[src/design/brl_pkg.sv]
// ----------------------------------------------------------------------------
// brl_pkg - shared types for the line rasterizer
// Coordinate width, the walker's state record and the pixel beat.
// ----------------------------------------------------------------------------
package brl_pkg;

  localparam int unsigned CoordBits = 12;
  // error term spans about -2*delta .. 2*delta, plus sign
  localparam int unsigned ErrBits   = CoordBits + 3;

  localparam logic ActStart   = 1'b0;
  localparam logic ActAdvance = 1'b1;

  typedef logic [CoordBits-1:0] coord_t;
  typedef logic [CoordBits:0]   dstep_t;

  typedef struct packed {
    logic                       active;
    coord_t                     cur_x;
    coord_t                     cur_y;
    coord_t                     major_end;
    logic                       major_is_y;
    logic                       step_down;
    dstep_t                     offset_step;
    dstep_t                     threshold_step;
    logic signed [ErrBits-1:0]  err;
  } line_state_t;

  typedef struct packed {
    logic   valid;
    coord_t x;
    coord_t y;
    logic   last;
  } pixel_t;

endpackage

[src/design/brl_step.sv]
// ----------------------------------------------------------------------------
// brl_step - one rasterizer step
// Sets up a new line or walks the current one by one pixel; purely
// combinational, sits between the state register and the result register.
// ----------------------------------------------------------------------------
module brl_step (
  input  logic                 action_i,
  input  brl_pkg::coord_t      start_x_i,
  input  brl_pkg::coord_t      start_y_i,
  input  brl_pkg::coord_t      end_x_i,
  input  brl_pkg::coord_t      end_y_i,
  input  brl_pkg::line_state_t state_i,
  output brl_pkg::line_state_t state_o,
  output brl_pkg::pixel_t      pixel_o
);

  brl_pkg::coord_t adx, ady;
  logic            x_major, swap;
  brl_pkg::coord_t sx1, sy1, sx2, sy2;
  logic signed [brl_pkg::ErrBits-1:0] err_sum;
  logic            minor_step;
  brl_pkg::coord_t minor_cur, minor_nxt, major_nxt;
  brl_pkg::line_state_t nxt;
  brl_pkg::coord_t major_now;

  // setup path
  assign adx = (end_x_i >= start_x_i) ? end_x_i - start_x_i : start_x_i - end_x_i;
  assign ady = (end_y_i >= start_y_i) ? end_y_i - start_y_i : start_y_i - end_y_i;
  assign x_major = (adx != '0) && (ady <= adx);
  assign swap = x_major ? (start_x_i > end_x_i) : (start_y_i > end_y_i);
  assign sx1 = swap ? end_x_i   : start_x_i;
  assign sy1 = swap ? end_y_i   : start_y_i;
  assign sx2 = swap ? start_x_i : end_x_i;
  assign sy2 = swap ? start_y_i : end_y_i;

  // walk path
  assign err_sum = state_i.err + $signed({2'b00, state_i.offset_step});
  assign minor_step = ~err_sum[brl_pkg::ErrBits-1];
  assign minor_cur = state_i.major_is_y ? state_i.cur_x : state_i.cur_y;
  assign minor_nxt = !minor_step ? minor_cur :
                     state_i.step_down ? minor_cur - 1'b1 : minor_cur + 1'b1;
  assign major_nxt = (state_i.major_is_y ? state_i.cur_y : state_i.cur_x) + 1'b1;

  always_comb begin
    nxt = state_i;
    if (action_i == brl_pkg::ActStart) begin
      nxt.major_is_y     = ~x_major;
      nxt.major_end      = x_major ? sx2 : sy2;
      nxt.step_down      = x_major ? (sy2 < sy1) : (sx2 < sx1);
      nxt.offset_step    = x_major ? {ady, 1'b0} : {adx, 1'b0};
      nxt.threshold_step = x_major ? {adx, 1'b0} : {ady, 1'b0};
      nxt.err            = -$signed({3'b000, (x_major ? adx : ady)});
      nxt.cur_x          = sx1;
      nxt.cur_y          = sy1;
    end else begin
      nxt.err = minor_step ? err_sum - $signed({2'b00, state_i.threshold_step})
                           : err_sum;
      if (state_i.major_is_y) begin
        nxt.cur_y = major_nxt;
        nxt.cur_x = minor_nxt;
      end else begin
        nxt.cur_x = major_nxt;
        nxt.cur_y = minor_nxt;
      end
    end
  end

  assign major_now = nxt.major_is_y ? nxt.cur_y : nxt.cur_x;

  always_comb begin
    state_o = nxt;
    pixel_o = '{valid: 1'b1, x: nxt.cur_x, y: nxt.cur_y,
                last: (major_now == nxt.major_end)};
    state_o.active = (major_now != nxt.major_end);
    // advance with nothing to walk: empty beat, state untouched
    if (action_i == brl_pkg::ActAdvance && !state_i.active) begin
      state_o = state_i;
      pixel_o = '0;
    end
  end

endmodule

[src/design/bresenham_line_rasterizer.sv]
// ----------------------------------------------------------------------------
// bresenham_line_rasterizer - integer line rasterizer
// Start beats load two endpoints, advance beats walk the line pixel by pixel.
// ----------------------------------------------------------------------------
// Every input beat gives exactly one pixel beat, in the cycle after it is taken.
// The walker does one add, one compare and one subtract per pixel between the
// line state register and the output register, so a beat can be taken in
// every cycle: one pixel per clock while the output side is not stalled. The
// input is stalled only while a pixel sits in the output register and the
// output side stalls it. A start beat gives the first pixel; an advance beat
// with no line active gives a beat with pixel_valid low and all fields zero.
module bresenham_line_rasterizer (
  input  logic            clk_i,
  input  logic            rst_ni,
  input  logic            in_valid_i,
  output logic            in_stall_o,
  input  logic            action_i,
  input  brl_pkg::coord_t start_x_i,
  input  brl_pkg::coord_t start_y_i,
  input  brl_pkg::coord_t end_x_i,
  input  brl_pkg::coord_t end_y_i,
  output logic            out_valid_o,
  input  logic            out_stall_i,
  output logic            pixel_valid_o,
  output brl_pkg::coord_t pixel_x_o,
  output brl_pkg::coord_t pixel_y_o,
  output logic            last_pixel_o
);

  brl_pkg::line_state_t state_q, state_d;
  brl_pkg::pixel_t      pixel_q, pixel_d;
  logic                 out_valid_q;
  logic                 in_accept;

  assign in_stall_o = out_valid_q & out_stall_i;
  assign in_accept  = in_valid_i & ~in_stall_o;

  brl_step u_step (
    .action_i  (action_i),
    .start_x_i (start_x_i),
    .start_y_i (start_y_i),
    .end_x_i   (end_x_i),
    .end_y_i   (end_y_i),
    .state_i   (state_q),
    .state_o   (state_d),
    .pixel_o   (pixel_d)
  );

  always_ff @(posedge clk_i or negedge rst_ni) begin
    if (!rst_ni) begin
      state_q     <= '0;
      out_valid_q <= 1'b0;
    end else begin
      if (in_accept) begin
        state_q <= state_d;
      end
      if (in_accept) begin
        out_valid_q <= 1'b1;
      end else if (!out_stall_i) begin
        out_valid_q <= 1'b0;
      end
    end
  end

  always_ff @(posedge clk_i) begin
    if (in_accept) begin
      pixel_q <= pixel_d;
    end
  end

  assign out_valid_o   = out_valid_q;
  assign pixel_valid_o = pixel_q.valid;
  assign pixel_x_o     = pixel_q.x;
  assign pixel_y_o     = pixel_q.y;
  assign last_pixel_o  = pixel_q.last;

endmodule

[config.mk]
export PLATFORM = sky130hd
export DESIGN_NAME = bresenham_line_rasterizer
export DESIGN_NICKNAME = d
export VERILOG_FILES = /design/src/design/brl_pkg.sv /design/src/design/brl_step.sv /design/src/design/bresenham_line_rasterizer.sv
export SDC_FILE = /design/constraint.sdc
export NUM_CORES = 1
export LEC_CHECK = 0
export BUFFER_PORTS_ARGS = -buffer_cell sky130_fd_sc_hd__buf_2
export CAP_MARGIN = 20
export CELL_PAD_IN_SITES_DETAIL_PLACEMENT = 0
export CELL_PAD_IN_SITES_GLOBAL_PLACEMENT = 1
export CORE_ASPECT_RATIO = 0.5
export CORE_UTILIZATION = 40
export DETAILED_ROUTE_END_ITERATION = 7
export HOLD_SLACK_MARGIN = 0.02
export PLACE_DENSITY = 0.83
export SYNTH_ARGS = -nofsm -noshare
export SYNTH_HDL_FRONTEND = slang
export SYNTH_SLANG_ARGS = --single-unit
[constraint.sdc]
create_clock -name clk_i -period 15.4 [get_ports clk_i]
set_input_delay 3.08 -clock clk_i [delete_from_list [all_inputs] [get_ports clk_i]]
set_output_delay 3.08 -clock clk_i [all_outputs]
set_load 0.05 [all_outputs]
==> results of run 1 <==
==> flip-flops by register name, summed over array words and instances, names as in the netlist <==
name	flops
last_pixel_o	1
out_valid_o	1
pixel_valid_o	1
pixel_x_o	12
pixel_y_o	12
state_q	77
==> through the flow <==
stage	std cells	total power [mW]	utilization	area [um^2]	worst slack (ns)
floorplan	1577	2.02	-	11700	5.81
finish	1981	2.81	0.449	12700	4.71
detailed placement	1963	2.53	0.437	12400	4.52
global route	1981	3.06	0.449	12700	4.26
global placement	1963	2.51	0.437	12400	4.77
CTS	1979	2.77	0.448	12600	4.87
==> power breakdown <==
part,switching (mW),internal (mW)
Combinational,1.28,0.769
Clock,0.111,0.125
Sequential,0.114,0.411
==> placed cells by master, fill, tap and decap left out, types with 14 or more instances in the layout <==
cell type                  count
sky130_fd_sc_hd__buf_2        79
sky130_fd_sc_hd__mux2i_1      33
sky130_fd_sc_hd__nor2b_1      24
sky130_fd_sc_hd__nand2_1     233
sky130_fd_sc_hd__a21o_1       40
sky130_fd_sc_hd__edfxtp_1     26
sky130_fd_sc_hd__a211oi_1     15
sky130_fd_sc_hd__nor2_1      122
sky130_fd_sc_hd__xor2_1       29
sky130_fd_sc_hd__o211ai_1     22
sky130_fd_sc_hd__inv_1       100
sky130_fd_sc_hd__mux2_2       17
sky130_fd_sc_hd__and3_1       14
sky130_fd_sc_hd__and2_1       15
sky130_fd_sc_hd__nand3_1      40
sky130_fd_sc_hd__buf_4        16
sky130_fd_sc_hd__a31oi_1      16
sky130_fd_sc_hd__xnor2_1      53
sky130_fd_sc_hd__o21ai_0     163
sky130_fd_sc_hd__a21oi_1     121
sky130_fd_sc_hd__dfrtp_1      77
sky130_fd_sc_hd__ha_1         96
sky130_fd_sc_hd__nor3_1       27
==> routing by layer <==
| layer | share of wire | vias up |
|---|---|---|
| li1 | - | 5644 |
| met1 | 0.47 | 5538 |
| met2 | 0.39 | 539 |
| met3 | 0.12 | 52 |
| met4 | 0.021 | 0 |
| met5 | 0 | - |
==> worst max-delay path, stage by stage <==
cell                        delay (ns)
sky130_fd_sc_hd__buf_2            0.16
sky130_fd_sc_hd__inv_1            0.09
sky130_fd_sc_hd__ha_1             0.53
sky130_fd_sc_hd__nand4_1          0.20
sky130_fd_sc_hd__nor3_1           0.43
sky130_fd_sc_hd__a21oi_1          0.12
sky130_fd_sc_hd__o21ai_0          0.23
sky130_fd_sc_hd__a21oi_1          0.19
sky130_fd_sc_hd__nor2_1           0.89
sky130_fd_sc_hd__mux2_2           0.42
sky130_fd_sc_hd__a221oi_1         0.28
sky130_fd_sc_hd__xnor2_1          0.16
sky130_fd_sc_hd__ha_1             0.31
sky130_fd_sc_hd__nand3_1          0.09
sky130_fd_sc_hd__nor2_1           0.12
sky130_fd_sc_hd__nand2_1          0.07
sky130_fd_sc_hd__o221ai_1         0.41
sky130_fd_sc_hd__a21oi_1          0.19
sky130_fd_sc_hd__a221oi_2         0.42
sky130_fd_sc_hd__nand3_2          0.49
sky130_fd_sc_hd__buf_4            0.44
sky130_fd_sc_hd__a311o_1          0.37
sky130_fd_sc_hd__a311o_1          0.35
sky130_fd_sc_hd__o211ai_1         0.14
sky130_fd_sc_hd__o211ai_1         0.16
sky130_fd_sc_hd__a2111oi_2        0.36
sky130_fd_sc_hd__and3_1           0.21
==> cell type report <==
class | count | share of cell area
Timing Repair Buffer | 96 | 0.0428
Tap cell | 382 | 0.0377
Inverter | 101 | 0.0299
Sequential cell | 104 | 0.216
Clock buffer | 13 | 0.0214
Clock inverter | 3 | 0.00168
Antenna cell | 1 | 0.000197
Multi-Input combinational cell | 1281 | 0.651
==> path summary, 6_finish.rpt <==
path                              start           end  slack (ns)  cells after the start
setup / recovery           start_y_i[7]  last_pixel_o        4.71                     27
hold / removal               state_q[7]    state_q[7]        0.48                      2
setup reg to reg            state_q[42]  last_pixel_o       10.52                     14
hold reg to reg              state_q[7]    state_q[7]        0.48                      2
max in group asynchronous        rst_ni   state_q[42]       12.22                      2
min in group asynchronous        rst_ni   state_q[10]        2.57                      1
==> cell families after synthesis <==
group                      Yosys count
AOI/OAI and AO/OA                  502
xor gates and xnor gates            82
adders and majority gates          103
buffers and inverters              192
DFF                                104
muxes                               50
and+or+nand+nor                    544
==> impl_metrics.csv, run 1 <==
group,metric,value,unit
floorplanning,io_pins,81,
worst_setup_path,worst-setup-path-type,"input pin to flip-flop",
place,finalWeightedCongestion,1.01,
clock_network,root_buffer_master,"sky130_fd_sc_hd__clkbuf_16",
layout,layout-drive-gt1-share,0.0976,
pwr,max-vdd-ir-drop,0.101,mV
layout,finish.net_count,1749,
floorplanning,floorplan.initialDensity,0.414,
synth,yosysUniqueCellTypes,84,
synth,synth_seq_cells,104,
sta,hold-worst-slack,0.478,ns
status,run_status,"completed",
synth,post_synth_top_flop,"sky130_fd_sc_hd__dfrtp_1",
synth,syn_nets,1733,
clock_network,clock_buffers_created_by_tritoncts,9,
layout,area_of_all_sequential_standard_cells,2730,um^2
global_routing,grt_pass1_vias,10479,
sta,fmaxAchievable,0.0936,GHz
synth,synth.cells.most_frequent,"235 x sky130_fd_sc_hd__nand2_1, 163 x sky130_fd_sc_hd__o21ai_0, 123 x sky130_fd_sc_hd__nor2_1",
worst_setup_path,timing.critical_path.required,15.63,ns
clock_network,cts_hold_repair_buffers,0,
place,io_buffers,80,
detailed_routing,wirelength,43.0,mm
sta,slew_headroom,0.278,
global_routing,grtUsageMet2,0.397,
sta,final_critical_path_time_including_i_o_delays_and_setup,10.69,ns
synth,synth.area.top_cells,"sky130_fd_sc_hd__dfrtp_1 17%, sky130_fd_sc_hd__ha_1 10%, sky130_fd_sc_hd__nand2_1 7.5%, sky130_fd_sc_hd__o21ai_0 7.0%, sky130_fd_sc_hd__edfxtp_1 6.7%",
detailed_routing,detailroute.via_count,11773,
global_routing,global_routing_usage_summed_across_all_routing_layers,0.285,
sta,hold_violation_count_in_the_final_report,0,
sta,finalSetupViolations,0,
worst_setup_path,crit_arrival,10.92,ns
global_routing,met1_track_demand_over_resource_in_global_routing,0.422,
worst_setup_path,cp_max_fo,28,
sta,worstMarginPinSlew,1.08,ns
synth,mappedNetlistArea,11700,um^2
synth,yosysTopAreaCellShare,0.167,
clock_network,clock_tree_from_tritoncts,"built",
sta,fin_crit_sh,0.694,
detailed_routing,drcViolationCount,0,
sta,clock_skew,0.0111,ns
sta,finalSetupTns,0,ns
synth,synth.yosys.seq_area_share,0.233,
synth,synth_compound_gate_area_share,0.271,
global_routing,grt_start_max_net_pins,81,
layout,fill_cells,2914,
global_routing,globalRoute.totalOverflow,0,
synth,synth.area.mux_share,0.0446,
global_routing,grt.busiest_layer,"met1",
sta,timing_max_transition_violations_final,0,
floorplanning,core_area,28200,um^2
clock_network,postCtsSetupRepairBufs,0,
clock_network,clkSlewWorstSetupHoldPaths,0.07,ns
synth,synth_adder_area_share,0.115,
layout,multi_input_area,8250,um^2
detailed_routing,drt_pre_antenna_iters,6,
synth,combinational_family_with_the_most_area_after_synthesis,"compound AO/OA/AOI/OAI gates",
clock_network,clock_insertion_delay_at_the_later_pin_of_the_skew_report,0.36,ns
run,cap_viol_max_count,0,
synth,synth_edf_count,26,
detailed_routing,antenna_left,0,
synth,post-synth-top-count-cell,"sky130_fd_sc_hd__nand2_1",
clock_network,cts-root-to-sink-buffers,2,
floorplanning,area_of_the_die,30000,um^2
floorplanning,fp.dieH,123,um
detailed_routing,via_density_per_instance,5.94,
synth,synthesis.area_per_instance,7.42,um^2
worst_setup_path,endpoint_kind,"flip-flop",
place,post_detailed_placement_half_perimeter_wirelength,33.6,mm
synth,synthDominantAreaCellType,"sky130_fd_sc_hd__dfrtp_1",
clock_network,htreeDepth,3,
layout,area_delta_synth_final,8.29,%
hold_path,hp-class,"flip-flop to flip-flop",
pwr,leakage,5.73,nW
synth,synth-warning-count,0,
synth,xor_xnor_share_of_the_synthesized_area,0.0614,
clock_network,cts_resized,0,
pwr,powerDensity,222,nW/um^2
global_routing,grt_antenna_before_repair,2,
synth,async_reset_ff_frac,0.750,
global_routing,grt_pass1_wl,64.2,mm
worst_setup_path,setup.worst_path.start_class,"input pin",
floorplanning,die-width,244,um
clock_network,clock_sinks,104,
sta,setup_repair_after_global_routing_missed_its_margin,"false",
floorplanning,std_cell_rows,43,
global_routing,grt.met3_usage,0.0827,
detailed_routing,drt-initial-drc-count,1397,
synth,post_synth_and_or_nand_nor_area_fraction,0.212,
synth,netlist_instances,1577,
detailed_routing,drt-wirelength-per-cell,21.7,um
(Power assumes the default switching activity.)
==> run 2: changes to the inputs <==
ABC_AREA = 1   (was default)
PLACE_DENSITY = 0.85   (was 0.83)
clock period = 11 ns   (was 15.4 ns; I/O delays follow)
==> run 2 against run 1 <==
Against the previous run: power grew 43%; die area grew 1.0%; first-iteration DRC count grew 4.7%; critical endpoint unchanged; global-route usage shrank 1.3 points; clock power grew 39%; via count grew 5.4%; core utilization shrank 0.82 points; clock-buffer cell count shrank 3.
==> impl_metrics.csv, run 2 <==
group,metric,value,unit
status,run_status,"completed",
clock_network,clock_sinks,104,
sta,timing_max_transition_violations_final,0,
clock_network,root_buffer_master,"sky130_fd_sc_hd__clkbuf_16",
sta,worstMarginPinSlew,0.789,ns
detailed_routing,antenna_left,0,
worst_setup_path,worst-setup-path-type,"input pin to flip-flop",
synth,yosysUniqueCellTypes,50,
global_routing,grt_pass1_vias,10598,
global_routing,globalRoute.totalOverflow,0,
detailed_routing,detailroute.via_count,12411,
synth,synthDominantAreaCellType,"sky130_fd_sc_hd__nand2_1",
detailed_routing,drt_pre_antenna_iters,5,
detailed_routing,via_density_per_instance,5.32,
sta,setup_repair_after_global_routing_missed_its_margin,"false",
synth,yosysTopAreaCellShare,0.190,
worst_setup_path,worstSetupStartpoint,"start_y_i[8]",
place,post-place-cells,2316,
sta,fin_crit_sh,0.728,
clock_network,clkSlewWorstSetupHoldPaths,0.08,ns
run,cap_viol_max_count,0,
layout,finish.cell_count_without_fillers,2332,
hold_path,hp-class,"flip-flop to flip-flop",
pwr,max-vdd-ir-drop,0.135,mV
synth,post-synth-top-count-cell,"sky130_fd_sc_hd__nand2_1",
global_routing,global_routing_usage_summed_across_all_routing_layers,0.272,
detailed_routing,drcViolationCount,0,
pwr,powerDensity,316,nW/um^2
worst_setup_path,max_stage_delay,0.45,ns
worst_setup_path,timing.critical_path.required,11.22,ns
detailed_routing,wirelength,41.0,mm
synth,synth.cells.most_frequent,"599 x sky130_fd_sc_hd__nand2_1, 257 x sky130_fd_sc_hd__inv_1, 184 x sky130_fd_sc_hd__nand3_1",
worst_setup_path,setup.worst_path.start_class,"input pin",
sta,finalSetupViolations,0,
layout,fill_cells,3102,
synth,synth-warning-count,0,
detailed_routing,drt-wirelength-per-cell,17.6,um
floorplanning,fp.dieH,124,um
pwr,cellInternalPower,1.73,mW
layout,layout-drive-gt1-share,0.0824,
worst_setup_path,worst_path_most_repeated_cell,"sky130_fd_sc_hd__nand2_1",
clock_network,cts_hold_repair_buffers,0,
floorplanning,std_cell_rows,44,
layout,insertedDiodeCount,0,
hold_path,hold_start,"state_q[51]",
layout,registers.top_by_ff_count,"state_q",
pwr,swShare,0.571,
floorplanning,floorplan.initialDensity,0.408,
synth,netlist_instances,1892,
synth,post_synth_top_flop,"sky130_fd_sc_hd__dfrtp_1",
clock_network,clock_buffers_created_by_tritoncts,9,
clock_network,cts_resized,0,
clock_network,htreeDepth,3,
floorplanning,area_of_the_die,30300,um^2
layout,largest_reg_flops,77,
synth,synth_seq_cells,104,
clock_network,clock_insertion_delay_at_the_later_pin_of_the_skew_report,0.36,ns
synth,syn_nets,2048,
pwr,p_seq_frac,0.168,
sta,hold_violation_count_in_the_final_report,0,
sta,final_critical_path_time_including_i_o_delays_and_setup,8.00,ns
sta,finalSetupTns,0,ns
sta,slew_headroom,0.474,
pwr,leakage,6.86,nW
pwr,net-switching-power,2.31,mW
worst_setup_path,cp_max_fo,50,
floorplanning,die-width,245,um
sta,clock_skew,0.00629,ns
worst_setup_path,timing.rr.start,"state_q[42]",
layout,mostFrequentLayoutCells,"599 x sky130_fd_sc_hd__nand2_1, 257 x sky130_fd_sc_hd__inv_1, 184 x sky130_fd_sc_hd__nand3_1, 140 x sky130_fd_sc_hd__o21ai_0, 122 x sky130_fd_sc_hd__nor2_1",
pwr,comb_power_share,0.751,
worst_setup_path,worst_path_max_delay_cell,"sky130_fd_sc_hd__nand2_4",
detailed_routing,drt-initial-drc-count,1463,
pwr,clock_power_share,0.081,
global_routing,grt_antenna_before_repair,0,
synth,synth.area.top_cells,"sky130_fd_sc_hd__nand2_1 19%, sky130_fd_sc_hd__dfrtp_1 17%, sky130_fd_sc_hd__ha_1 10%, sky130_fd_sc_hd__inv_1 8.2%, sky130_fd_sc_hd__nand3_1 7.8%",
synth,synth_edf_count,26,
floorplanning,io_pins,81,
layout,final_common_cell,"sky130_fd_sc_hd__nand2_1",
place,post_detailed_placement_half_perimeter_wirelength,32.9,mm
layout,finish.net_count,2092,
synth,synth.yosys.seq_area_share,0.231,
place,io_buffers,80,
place,finalWeightedCongestion,0.984,
sta,fmaxAchievable,0.125,GHz
floorplanning,core_area,29000,um^2
clock_network,postCtsSetupRepairBufs,0,
synth,synthesis.area_per_instance,6.25,um^2
global_routing,grt_start_max_net_pins,82,
worst_setup_path,crit_arrival,8.23,ns
synth,mappedNetlistArea,11800,um^2
pwr,total_power,4.04,mW
layout,area_delta_synth_final,8.10,%
worst_setup_path,endpoint_kind,"flip-flop",
synth,async_reset_ff_frac,0.750,
clock_network,cts-root-to-sink-buffers,2,
global_routing,grt_pass1_wl,62.5,mm
clock_network,clock_tree_from_tritoncts,"built",
run 2: cell count changes after synthesis, moves of 13 or more:
cell | previous run | this run
sky130_fd_sc_hd__xnor2_1 | 53 | 15
sky130_fd_sc_hd__nor2b_1 | 24 | 0
sky130_fd_sc_hd__mux2_2 | 17 | 0
sky130_fd_sc_hd__clkbuf_1 | 65 | 34
sky130_fd_sc_hd__mux2i_1 | 33 | 1
sky130_fd_sc_hd__nand2_1 | 235 | 599
sky130_fd_sc_hd__a21o_1 | 40 | 5
sky130_fd_sc_hd__nor3_1 | 27 | 5
sky130_fd_sc_hd__nand2b_1 | 13 | 0
sky130_fd_sc_hd__nand3_1 | 41 | 184
sky130_fd_sc_hd__and3_1 | 15 | 0
sky130_fd_sc_hd__o21ai_0 | 163 | 140
sky130_fd_sc_hd__a21oi_1 | 121 | 99
sky130_fd_sc_hd__inv_1 | 100 | 257
run 2: worst paths after layout:
check                               endpoint  slack [ns]  cells past startpoint
worst min register to register   state_q[51]        0.49                      2
worst min-delay path             state_q[51]        0.49                      2
worst max-delay path            last_pixel_o        3.00                     32
worst max register to register  last_pixel_o        6.76                     22
max in group asynchronous        state_q[26]        8.17                      2
min in group asynchronous        out_valid_o        1.75                      1
run 2: power by group through the flow:
stage | combinational (mW) | sequential [mW] | clock, mW
final | 3.03 | 0.680 | 0.327
after global routing | 3.40 | 0.696 | 0.343
after CTS | 2.97 | 0.676 | 0.331
after detailed placement | 2.95 | 0.682 | 0
after global placement | 2.95 | 0.679 | 0
after floorplan | 2.21 | 0.731 | 0
run 2: kinds of logic (layout without fill, tap and decap cells):
family / count (synthesis) / after routing / share of synthesized area
compound gates: 326 / 326 / 0.153
xor+xnor: 54 / 54 / 0.0400
mux: 1 / 1 / 0.000847
fa+ha+maj: 103 / 103 / 0.113
buf+inv: 325 / 374 / 0.111
flops: 104 / 104 / 0.231
simple gates: 979 / 979 / 0.350
run 2: critical path: cells and delay by family:
kind	cells	cell delay, ns
buffers and inverters	5	0.62
AO/OA/AOI/OAI	3	0.44
XOR/XNOR	1	0.33
adder cells (fa/ha/maj)	2	0.70
AND/OR/NAND/NOR	21	3.90
run 2: final cells by class:
class / instances / area (um^2) / share of cell area
repair buffers: 90 / 478 / 0.0374
clock buffers: 10 / 239 / 0.0187
multi-input cells: 1463 / 7780 / 0.609
inverters: 268 / 1010 / 0.0791
clock inverters: 6 / 48.8 / 0.00382
well taps: 391 / 489 / 0.0383
flip-flops and latches: 104 / 2730 / 0.214
run 2: through the flow:
stage / setup slack [ns] / cell area [um^2] / util / hold WS, ns
2_1_floorplan: 4.59 / 11800 / - / 0.446
3_3_place_gp: 2.75 / 12500 / 0.431 / 0.461
3_5_place_dp: 2.80 / 12500 / 0.431 / 0.472
4_1_cts: 3.16 / 12800 / 0.441 / 0.490
5_1_grt: 2.42 / 12800 / 0.441 / 0.502
6_report: 3.00 / 12800 / 0.441 / 0.487
run 2: routing by layer:
metal / GRT usage / part of all wire
met5: 0 / 0
met4: 0.0473 / 0.013
met3: 0.0392 / 0.088
met2: 0.387 / 0.39
met1: 0.428 / 0.51
==> run 3: changes to the inputs <==
clock period = 7.7 ns   (was 11 ns; I/O delays follow)
==> run 3 against run 2 <==
Against the previous run: power increased by 43%; flip-flop and latch count is the same; worst hold slack got worse by 0.0024 ns; core utilization is 0.15 points higher; global-route usage down 0.42 points; die area unchanged; sequential share of layout area shrank 0.071 points; clock skew grew 0.0071 ns; final cell count up 0.21%; register-to-register slack worse by 3.0 ns; clock power up 38%.
==> impl_metrics.csv, run 3 (synthesis gave the netlist of run 2 again) <==
group,metric,value,unit
worst_setup_path,worst-setup-path-type,"input pin to flip-flop",
sta,worst_setup_slack_final,0.677,ns
sta,clock_skew,0.0134,ns
layout,area_of_all_sequential_standard_cells,2730,um^2
detailed_routing,detailroute.via_count,12440,
clock_network,htreeDepth,3,
pwr,max-vdd-ir-drop,0.174,mV
sta,fmaxAchievable,0.142,GHz
detailed_routing,drt-wirelength-per-cell,17.4,um
layout,fill_cells,3086,
clock_network,root_buffer_master,"sky130_fd_sc_hd__clkbuf_16",
layout,mostFrequentLayoutCells,"599 x sky130_fd_sc_hd__nand2_1, 257 x sky130_fd_sc_hd__inv_1, 184 x sky130_fd_sc_hd__nand3_1, 140 x sky130_fd_sc_hd__o21ai_0, 122 x sky130_fd_sc_hd__nor2_1",
clock_network,clock_buffers_created_by_tritoncts,9,
worst_setup_path,timing.rr.start,"state_q[42]",
run,cap_viol_max_count,0,
global_routing,grt_pass1_vias,10870,
layout,area_delta_synth_final,8.47,%
place,finalWeightedCongestion,0.986,
clock_network,clkSlewWorstSetupHoldPaths,0.07,ns
worst_setup_path,worstSetupEndpoint,"last_pixel_o",
worst_setup_path,endpoint_kind,"flip-flop",
place,post-place-cells,2318,
clock_network,cts-root-to-sink-buffers,2,
floorplanning,std_cell_rows,44,
worst_setup_path,wp_buf_inv,7,
pwr,total_power,5.79,mW
layout,multi_input_area,7800,um^2
layout,finish.cell_count_without_fillers,2337,
sta,fin_crit_sh,0.912,
floorplanning,io_pins,81,
worst_setup_path,worst-r2r-cell-count,20,
sta,worstMarginPinSlew,0.857,ns
floorplanning,core_area,29000,um^2
layout,final_common_cell,"sky130_fd_sc_hd__nand2_1",
sta,hold_violation_count_in_the_final_report,0,
floorplanning,area_of_the_die,30300,um^2
worst_setup_path,timing.critical_path.required,7.92,ns
sta,timing_max_transition_violations_final,0,
sta,setup_repair_after_global_routing_missed_its_margin,"false",
clock_network,cts_hold_repair_buffers,0,
detailed_routing,via_density_per_instance,5.32,
floorplanning,floorplan.initialDensity,0.408,
detailed_routing,drcViolationCount,0,
clock_network,clock_insertion_delay_at_the_later_pin_of_the_skew_report,0.36,ns
place,placement.setup.worst_slack,0.110,ns
sta,slew_headroom,0.427,
clock_network,cts_resized,0,
global_routing,grt_start_max_net_pins,82,
floorplanning,fp.dieH,124,um
worst_setup_path,total_number_of_cells_along_the_worst_setup_path,32,
global_routing,global_routing_usage_summed_across_all_routing_layers,0.268,
worst_setup_path,crit-reg2reg-capture,"last_pixel_o",
pwr,powerDensity,451,nW/um^2
worst_setup_path,setup.worst_path.start_class,"input pin",
floorplanning,die-width,245,um
layout,registers.top_by_ff_count,"state_q",
sta,finalSetupTns,0,ns
detailed_routing,wirelength,40.6,mm
clock_network,clock_sinks,104,
global_routing,grt_antenna_before_repair,2,
place,post_detailed_placement_half_perimeter_wirelength,32.7,mm
pwr,leakage,6.87,nW
detailed_routing,antenna_left,0,
layout,layout.core_utilization,0.442,
worst_setup_path,max_stage_delay,0.39,ns
layout,finish.net_count,2095,
worst_setup_path,crit_arrival,7.24,ns
clock_network,clock_tree_from_tritoncts,"built",
worst_setup_path,critical_path.top_delay_family,"simple AND/OR/NAND/NOR gates",
detailed_routing,drt_pre_antenna_iters,6,
hold_path,hp-class,"flip-flop to flip-flop",
worst_setup_path,worst_path_max_delay_cell,"sky130_fd_sc_hd__ha_1",
status,run_status,"completed",
worst_setup_path,setup.reg_to_reg.worst_slack,3.79,ns
global_routing,globalRoute.totalOverflow,0,
sta,final_critical_path_time_including_i_o_delays_and_setup,7.02,ns
global_routing,grt_pass1_wl,61.8,mm
worst_setup_path,worstSetupStartpoint,"start_y_i[8]",
place,io_buffers,80,
worst_setup_path,cp_max_fo,21,
layout,largest_reg_flops,77,
sta,finalSetupViolations,0,
layout,layout-drive-gt1-share,0.0844,
clock_network,postCtsSetupRepairBufs,0,
worst_setup_path,worst_path_most_repeated_cell,"sky130_fd_sc_hd__nand2_1",
detailed_routing,drt-initial-drc-count,1368,
-- run 3: changes by cell type in the layout (fill, tap and decap cells not counted), sizes merged --
cell / previous run / this run
clkinvlp: 0 / 1
clkinv: 5 / 7
clkbuf: 10 / 9
buf: 90 / 93
inv: 269 / 267
diode: 0 / 2
-- run 3: area by class of cell --
cell class              instances  area share
diodes                          2    0.000390
clock inverters                 7     0.00429
multi-input cells            1463       0.608
flip-flops and latches        104       0.213
inverters                     268      0.0788
clock buffers                   9      0.0176
well taps                     391      0.0381
repair buffers                 93      0.0396
-- run 3: through the flow --
| stage | hold slack, ns | area, um^2 |
|---|---|---|
| CTS | 0.490 | 12800 |
| global route | 0.507 | 12800 |
| detailed placement | 0.472 | 12500 |
| finish | 0.485 | 12800 |
| global placement | 0.461 | 12500 |
| floorplan | 0.446 | 11800 |
-- run 3: how the worst min path moves through the flow --
stage,from,end,slack (ns),cells after the start
final,state_q[71],state_q[71],0.48,2
after global routing,state_q[7],state_q[7],0.51,2
after CTS,state_q[48],state_q[48],0.49,2
after detailed placement,state_q[54],state_q[54],0.47,2
after global placement,state_q[44],state_q[44],0.46,2
after floorplan,state_q[43],state_q[43],0.45,2
-- run 3: per-layer routing --
metal / wire length [um] / up-vias / track usage
li1: - / 6233 / -
met1: 19900 / 5682 / 0.399
met2: 16200 / 472 / 0.384
met3: 3830 / 51 / 0.0681
met4: 699 / 2 / 0.0551
met5: 10 / - / 0
-- run 3: where the power goes --
group | internal [mW] | switching, mW
clock | 0.224 | 0.227
sequential | 0.813 | 0.159
combinational | 1.45 | 2.92
-- run 3: worst register-to-register path: cells and delay by family (launching register included) --
kind	cells	cell delay, ns
AOI/OAI and AO/OA	6	1.43
and+or+nand+nor	11	0.97
buffers and inverters	1	0.46
DFF	1	0.38
adders and majority gates	1	0.38
xor gates and xnor gates	1	0.17
